--- src/rtl/core/vpv_pkg.sv ---
`timescale 1ns / 1ps
// ----------------------------------------------------------------------------
// vpv_pkg
// Shared types, constants and helpers of the vertex viewport projector.
// ----------------------------------------------------------------------------
package vpv_pkg;

  localparam int unsigned CoordW   = 32;
  localparam int unsigned CoefW    = 16;
  localparam int unsigned RowW     = 64;
  localparam int unsigned CanvasW  = 16;
  localparam int unsigned CfgIdxW  = 3;
  localparam int unsigned ProdW    = CoordW + CoefW;   // 48
  localparam int unsigned DotW     = ProdW + 2;        // 50
  localparam int unsigned QuotW    = 32;
  localparam int unsigned DivStages = 16;
  localparam int unsigned StepsPerStage = QuotW / DivStages;

  // register indexes
  localparam logic [CfgIdxW-1:0] RegRow0   = 3'd0;
  localparam logic [CfgIdxW-1:0] RegRow1   = 3'd1;
  localparam logic [CfgIdxW-1:0] RegRow2   = 3'd2;
  localparam logic [CfgIdxW-1:0] RegRow3   = 3'd3;
  localparam logic [CfgIdxW-1:0] RegWidth  = 3'd4;
  localparam logic [CfgIdxW-1:0] RegHeight = 3'd5;

  localparam logic [RowW-1:0] Row0Reset = 64'd1024;
  localparam logic [RowW-1:0] Row1Reset = 64'd1024 << 16;
  localparam logic [RowW-1:0] Row2Reset = 64'd1024 << 32;
  localparam logic [RowW-1:0] Row3Reset = 64'd1024 << 48;
  localparam logic [CanvasW-1:0] WidthReset  = 16'd640;
  localparam logic [CanvasW-1:0] HeightReset = 16'd480;

  localparam logic signed [32:0] OneQ16 = 33'sd65536;
  localparam logic signed [32:0] EpsQ16 = 33'sd66;

  // divider lane state, three numerators over one denominator
  typedef struct packed {
    logic [2:0][DotW-1:0]  rem;
    logic [2:0][QuotW-1:0] nb;
    logic [2:0][QuotW-1:0] q;
    logic [2:0]            neg;
    logic [2:0]            sat;
    logic [DotW-1:0]       ud;
    logic                  wz;
  } div_t;

  function automatic logic signed [31:0] sat32(input logic signed [DotW-1:0] v);
    logic signed [DotW-1:0] hi;
    logic signed [DotW-1:0] lo;
    hi = DotW'(64'sh7FFF_FFFF);
    lo = -DotW'(64'sh8000_0000);
    if (v > hi) return 32'sh7FFF_FFFF;
    if (v < lo) return 32'sh8000_0000;
    return v[31:0];
  endfunction

endpackage

--- src/rtl/core/vpv_div_stage.sv ---
`timescale 1ns / 1ps
// ----------------------------------------------------------------------------
// vpv_div_stage
// One registered stage of the restoring divider: two quotient bits per lane.
// ----------------------------------------------------------------------------
module vpv_div_stage (
  input  logic          clk_i,
  input  logic          en_i,
  input  vpv_pkg::div_t div_i,
  output vpv_pkg::div_t div_o
);

  vpv_pkg::div_t div_d;
  vpv_pkg::div_t div_q;

  always_comb begin
    logic [vpv_pkg::DotW:0] trial;
    div_d = div_i;
    trial = '0;
    for (int l = 0; l < 3; l++) begin
      for (int s = 0; s < vpv_pkg::StepsPerStage; s++) begin
        // shift in next numerator bit, subtract when it fits
        trial = {div_d.rem[l], div_d.nb[l][vpv_pkg::QuotW-1]};
        div_d.nb[l] = {div_d.nb[l][vpv_pkg::QuotW-2:0], 1'b0};
        if (trial >= {1'b0, div_d.ud}) begin
          trial = trial - {1'b0, div_d.ud};
          div_d.q[l] = {div_d.q[l][vpv_pkg::QuotW-2:0], 1'b1};
        end else begin
          div_d.q[l] = {div_d.q[l][vpv_pkg::QuotW-2:0], 1'b0};
        end
        div_d.rem[l] = trial[vpv_pkg::DotW-1:0];
      end
    end
  end

  always_ff @(posedge clk_i) begin
    if (en_i) begin
      div_q <= div_d;
    end
  end

  assign div_o = div_q;

endmodule

--- config.mk ---
export PLATFORM = sky130hd
export DESIGN_NAME = vpv_div_stage
export DESIGN_NICKNAME = d
export VERILOG_FILES = /design/src/rtl/core/vpv_pkg.sv /design/src/rtl/core/vpv_div_stage.sv
export SDC_FILE = /design/constraint.sdc
export NUM_CORES = 1
export LEC_CHECK = 0
export ABC_AREA = 0
export BUFFER_PORTS_ARGS = -buffer_cell sky130_fd_sc_hd__buf_2
export CAP_MARGIN = 20
export CORE_AREA = 2 2 308 310
export CTS_CLUSTER_SIZE = 28
export DETAILED_ROUTE_END_ITERATION = 10
export DIE_AREA = 0 0 310 312
export HOLD_SLACK_MARGIN = 0.15
export PLACE_DENSITY_LB_ADDON = 0.2
export SYNTH_ARGS = -nofsm -noshare
export SYNTH_HDL_FRONTEND = slang
export SYNTH_SLANG_ARGS = --single-unit
--- constraint.sdc ---
create_clock -name clk_i -period 15.3 [get_ports clk_i]
set_input_delay 1.53 -clock clk_i [delete_from_list [all_inputs] [get_ports clk_i]]
set_output_delay 1.53 -clock clk_i [all_outputs]
set_load 0.02 [all_outputs]
==> flow_summary.json, run 1 <==
{
  "finalNetCount": 4800,
  "coreArea_mm2": 0.0930,
  "largest_reg_flops": 393,
  "maxSlewViolCount": 0,
  "drive_gt1_frac": 0.280,
  "dp.cells": 5298,
  "tightest_slew_ns": 1.04,
  "worstSetupPathType": "in2reg",
  "post-cts-setup-buffers": 0,
  "num_io_pins": 800,
  "ant_nets": 0,
  "grt_setup_unrepaired": "false",
  "ys_ff_latch": 393,
  "grt-ovfl-total": 0,
  "synth_area_mm2": 0.0328,
  "crit_path_end_kind": "flop",
  "status": "complete, no violations",
  "cts.htree.levels": 2,
  "clock_path_buffers": 3,
  "ctsHoldBuffers": 0,
  "hold_slack_ns": 1.08,
  "fin_cells": 5400,
  "vias": 29300,
  "dieArea_mm2": 0.0967,
  "ys_seq_area_frac": 0.360,
  "maxCapViolations": 0,
  "synth_cell_types": 101,
  "via_per_inst": 5.42,
  "holdPathStages": 1,
  "drc": 0,
  "die_x_um": 310,
  "synth_ff_type": "edfxtp_1",
  "start_util": 0.352,
  "yosys_warnings": 0,
  "port_buffers": 787,
  "seq_area_mm2": 0.0118,
  "fillers": 9256,
  "first_global_vias": 28300,
  "cts_root_buffer": "clkbuf_16",
  "firstDrtPassIters": 7,
  "crit_slowest_cell": "o21a_2",
  "cp_max_fo": 53,
  "routedWlPerCell_um": 23.0,
  "place_area_mm2": 0.0380,
  "drt_iter0_drc": 1887,
  "fin_area_mm2": 0.0397,
  "synthArstFlopShare": 0,
  "postLayoutCoreUtil": 0.426,
  "min_path_type": "in2reg",
  "tns_ns": 0,
  "dp_hpwl_um": 102000,
  "hold_viol_final": 0,
  "die_y_um": 312,
  "fin_crit_sh": 0.723,
  "slowest_delay_ns": 0.78,
  "cts_made_buffers": 47,
  "area_growth_pct": 21.0,
  "setup_viol": 0,
  "relSlewSlack": 0.306,
  "switching_share": 0.391,
  "power.leakage_nw": 17.5,
  "p_comb_frac": 0.483,
  "cts_tree": "yes",
  "powerDensity_mw_per_mm2": 131,
  "clk_pin_slew_worst_paths_ns": 0.06,
  "grtUsageTotal": 0.245,
  "cts_sinks": 393,
  "core.rowCount": 112,
  "worst_path_most_repeated_cell": "buf_4",
  "gp_congestion": 0.921,
  "cp.required_ns": 15.66,
  "fmax_mhz": 90.4,
  "p_sw_mw": 2.03,
  "seq_power_share": 0.293,
  "avgSynthCellArea_um2": 9.83,
  "syn_inst": 3333,
  "arrival_ns": 11.43,
  "grt_max_degree": 142,
  "antenna_found_initial": 46,
  "p_int_mw": 3.17,
  "clkPwrFrac": 0.225,
  "ir_worst_vdd_uv": 74.8,
  "layout_min_cycle_time_ns": 11.07,
  "ctsResizeCount": 0,
  "wl_um": 124000,
  "grt_pass1_wl_um": 178000,
  "startpoint_type": "input port",
  "synth-edff-count": 393,
  "multi_input_area_mm2": 0.0198
}
through the flow:
stage / setup slack [ns] / total power, mW
5_1_grt: 3.85 / 5.50
6_report: 4.23 / 5.20
3_5_place_dp: 3.60 / 4.04
4_1_cts: 4.23 / 5.24
3_3_place_gp: 3.58 / 4.04
2_1_floorplan: 7.80 / 3.30
power groups by stage:
stage                     logic [mW]  clock network [mW]  registers, mW
final                           2.51                1.17           1.52
after global placement          2.49                   0           1.55
after global routing            2.72                1.24           1.54
after CTS                       2.51                1.20           1.53
after detailed placement        2.49                   0           1.55
after floorplan                 1.51                   0           1.79
worst paths after layout:
kind              startpoint                   end  slack [ns]
setup / recovery   div_i[23]  div_o[398]$_DFFE_PP_        4.23
hold / removal    div_i[237]  div_o[239]$_DFFE_PP_        1.08
final cells by class:
class | count | share of cell area
clock inverter | 29 | 0.00861
sequential | 393 | 0.298
multi-input combinational | 2657 | 0.498
inverter | 163 | 0.0154
antenna | 16 | 0.00101
timing repair buffer | 831 | 0.108
clock buffer | 57 | 0.0311
tap | 1254 | 0.0396
layer usage:
layer / part of all wire / GRT usage / up-vias
met2: 0.48 / 0.423 / 935
met5: 0.0015 / 0 / -
met3: 0.068 / 0.0461 / 218
met1: 0.41 / 0.302 / 13900
li1: - / - / 14200
met4: 0.035 / 0.0867 / 28
cell usage after synthesis (18+ instances only):
library cell | number | share of area
edfxtp_1 | 393 | 0.36
a21oi_1 | 359 | 0.055
ha_1 | 300 | 0.11
nor2_1 | 200 | 0.023
nand2_1 | 183 | 0.021
o21ai_0 | 173 | 0.026
xnor2_1 | 163 | 0.044
a21o_1 | 159 | 0.036
inv_1 | 159 | 0.018
mux2_2 | 130 | 0.045
xor2_1 | 93 | 0.025
nand3_1 | 79 | 0.012
nor3_1 | 79 | 0.012
clkbuf_1 | 72 | 0.0082
mux2_4 | 65 | 0.030
nand4_1 | 60 | 0.011
o21bai_1 | 55 | 0.013
a31oi_1 | 43 | 0.0082
o21a_1 | 38 | 0.0087
and3_1 | 37 | 0.0071
nand2b_1 | 36 | 0.0069
nor2b_1 | 29 | 0.0055
buf_2 | 26 | 0.0040
mux2i_1 | 26 | 0.0079
a211oi_1 | 23 | 0.0053
o31ai_1 | 23 | 0.0053
o211ai_1 | 18 | 0.0041
or3_1 | 18 | 0.0034
cells in the final DEF (no fill, tap or decap), types with 55 or more instances in the layout:
master / n
a21o_1: 159
a21oi_1: 359
buf_2: 786
edfxtp_1: 393
ha_1: 300
inv_1: 159
mux2_2: 130
mux2_4: 65
nand2_1: 183
nand3_1: 79
nand4_1: 60
nor2_1: 200
nor3_1: 79
o21ai_0: 173
o21bai_1: 55
xnor2_1: 163
xor2_1: 93
logic make-up after synthesis:
logic type / synth area share
AOI/OAI and AO/OA: 0.208
xor gates and xnor gates: 0.0684
adders and majority gates: 0.118
buffers and inverters: 0.0382
DFF: 0.360
muxes: 0.0831
other: 0.000114
and+or+nand+nor: 0.123
critical path: cells and delay by family:
kind,cells,cell delay (ns)
fa+ha+maj,2,0.75
mux,2,0.87
compound gates,10,4.51
buf+inv,7,1.53
simple gates,8,2.09
Note: power is estimated with default switching activity, not from simulation.
==> run 2, diff against run 1 <==
--- a/config.mk
+++ b/config.mk
@@ -8,10 +8,10 @@
 export ABC_AREA = 0
 export BUFFER_PORTS_ARGS = -buffer_cell sky130_fd_sc_hd__buf_2
 export CAP_MARGIN = 20
-export CORE_AREA = 2 2 308 310
+export CORE_AREA = 2 2 310 312
 export CTS_CLUSTER_SIZE = 28
 export DETAILED_ROUTE_END_ITERATION = 10
-export DIE_AREA = 0 0 310 312
+export DIE_AREA = 0 0 312 314
 export HOLD_SLACK_MARGIN = 0.15
 export PLACE_DENSITY_LB_ADDON = 0.2
 export SYNTH_ARGS = -nofsm -noshare
==> constraint.sdc (replaced) <==
create_clock -name clk_i -period 11.4 [get_ports clk_i]
set_input_delay 1.14 -clock clk_i [delete_from_list [all_inputs] [get_ports clk_i]]
set_output_delay 1.14 -clock clk_i [all_outputs]
set_load 0.02 [all_outputs]
==> flow_summary.json, run 2 (same netlist as run 1, synthesis figures left out) <==
{
  "status": "complete, no violations",
  "crit_slowest_cell": "a2111oi_2",
  "cts_root_buffer": "clkbuf_16",
  "fin_area_mm2": 0.0396,
  "wl_um": 126000,
  "relSlewSlack": 0.253,
  "tightest_slew_ns": 1.12,
  "mostFrequentLayoutCell": "buf_2",
  "die_y_um": 314,
  "coreArea_mm2": 0.0944,
  "num_io_pins": 800,
  "startpoint_type": "input port",
  "crit_path_end_kind": "flop",
  "ant_nets": 0,
  "grtUsageTotal": 0.246,
  "start_util": 0.347,
  "cp.required_ns": 11.75,
  "grt-ovfl-total": 0,
  "cts_made_buffers": 46,
  "setup_viol": 0,
  "maxCapViolations": 0,
  "dp_hpwl_um": 105000,
  "hold_viol_final": 0,
  "final_cell_mix": "786 x buf_2, 393 x edfxtp_1, 359 x a21oi_1",
  "maxSlewViolCount": 0,
  "ctsResizeCount": 0,
  "clock_path_buffers": 3,
  "fmax_mhz": 111,
  "drive_gt1_frac": 0.279,
  "arrival_ns": 9.36,
  "dp.cells": 5308,
  "grt_max_degree": 85,
  "path_delay_family": "compound AO/OA/AOI/OAI gates",
  "ctsHoldBuffers": 0,
  "cts.htree.levels": 2,
  "first_global_vias": 28300,
  "slowest_delay_ns": 0.62,
  "hold_slack_ns": 0.703,
  "die_x_um": 312,
  "cts_tree": "yes",
  "vias": 29300,
  "powerDensity_mw_per_mm2": 175,
  "min_path_type": "in2reg",
  "power.leakage_nw": 17.4,
  "worstSetupPathType": "in2reg",
  "largest_reg_flops": 393,
  "ir_worst_vdd_uv": 140,
  "drc": 0,
  "area_growth_pct": 20.9,
  "tns_ns": 0,
  "finalNetCount": 4798,
  "path_buf_inv": 6,
  "fin_cells": 5412,
  "core.rowCount": 113,
  "dieArea_mm2": 0.0980,
  "layout_min_cycle_time_ns": 9.01,
  "postLayoutCoreUtil": 0.419,
  "cts_sinks": 393,
  "post-cts-setup-buffers": 0,
  "place_area_mm2": 0.0381,
  "via_per_inst": 5.42,
  "grt_pass1_wl_um": 181000,
  "routedWlPerCell_um": 23.4,
  "clk_pin_slew_worst_paths_ns": 0.06,
  "cp_max_fo": 16,
  "fin_crit_sh": 0.791,
  "port_buffers": 787,
  "antenna_found_initial": 43,
  "drt_iter0_drc": 1886,
  "gp_congestion": 0.919,
  "grt_setup_unrepaired": "false",
  "firstDrtPassIters": 5
}
run 2: cell count changes in the layout (fill, tap and decap cells not counted), sizes merged:
cell	previous run	this run
clkinv	17	14
buf	831	830
inv	165	170
diode	16	22
bufinv	7	4
clkinvlp	3	5
clkbuf	57	52
run 2: routing by layer:
layer  global-route usage  wire length, µm
met5                    0              184
met4               0.0888             4830
met3               0.0531             8560
met2                0.418            60000
met1                0.308            52900
run 2: path summary, 6_finish.rpt:
check / slack (ns) / cells past startpoint / endpoint / start
hold / removal: 0.70 / 1 / div_o[135]$_DFFE_PP_ / div_i[133]
setup / recovery: 2.39 / 28 / div_o[398]$_DFFE_PP_ / div_i[23]
run 2: final cells by class:
type	count	area (µm²)
antenna	22	55.1
clock buffer	52	1190
clock inverter	30	299
fill	9493	54800
inverter	163	612
multi-input combinational	2657	19800
sequential	393	11800
tap	1265	1580
timing repair buffer	830	4310
run 2: power breakdown:
group	internal (mW)	switching [mW]	total [mW]
Clock	0.851	0.641	1.49
Combinational	1.37	2.01	3.39
Sequential	1.96	0.0893	2.05
run 2: per-stage QoR:
stage	total power, mW	worst slack [ns]
6_report	6.93	2.39
3_5_place_dp	5.44	1.75
5_1_grt	7.34	2.05
2_1_floorplan	4.42	4.29
3_3_place_gp	5.45	1.82
4_1_cts	6.97	2.38
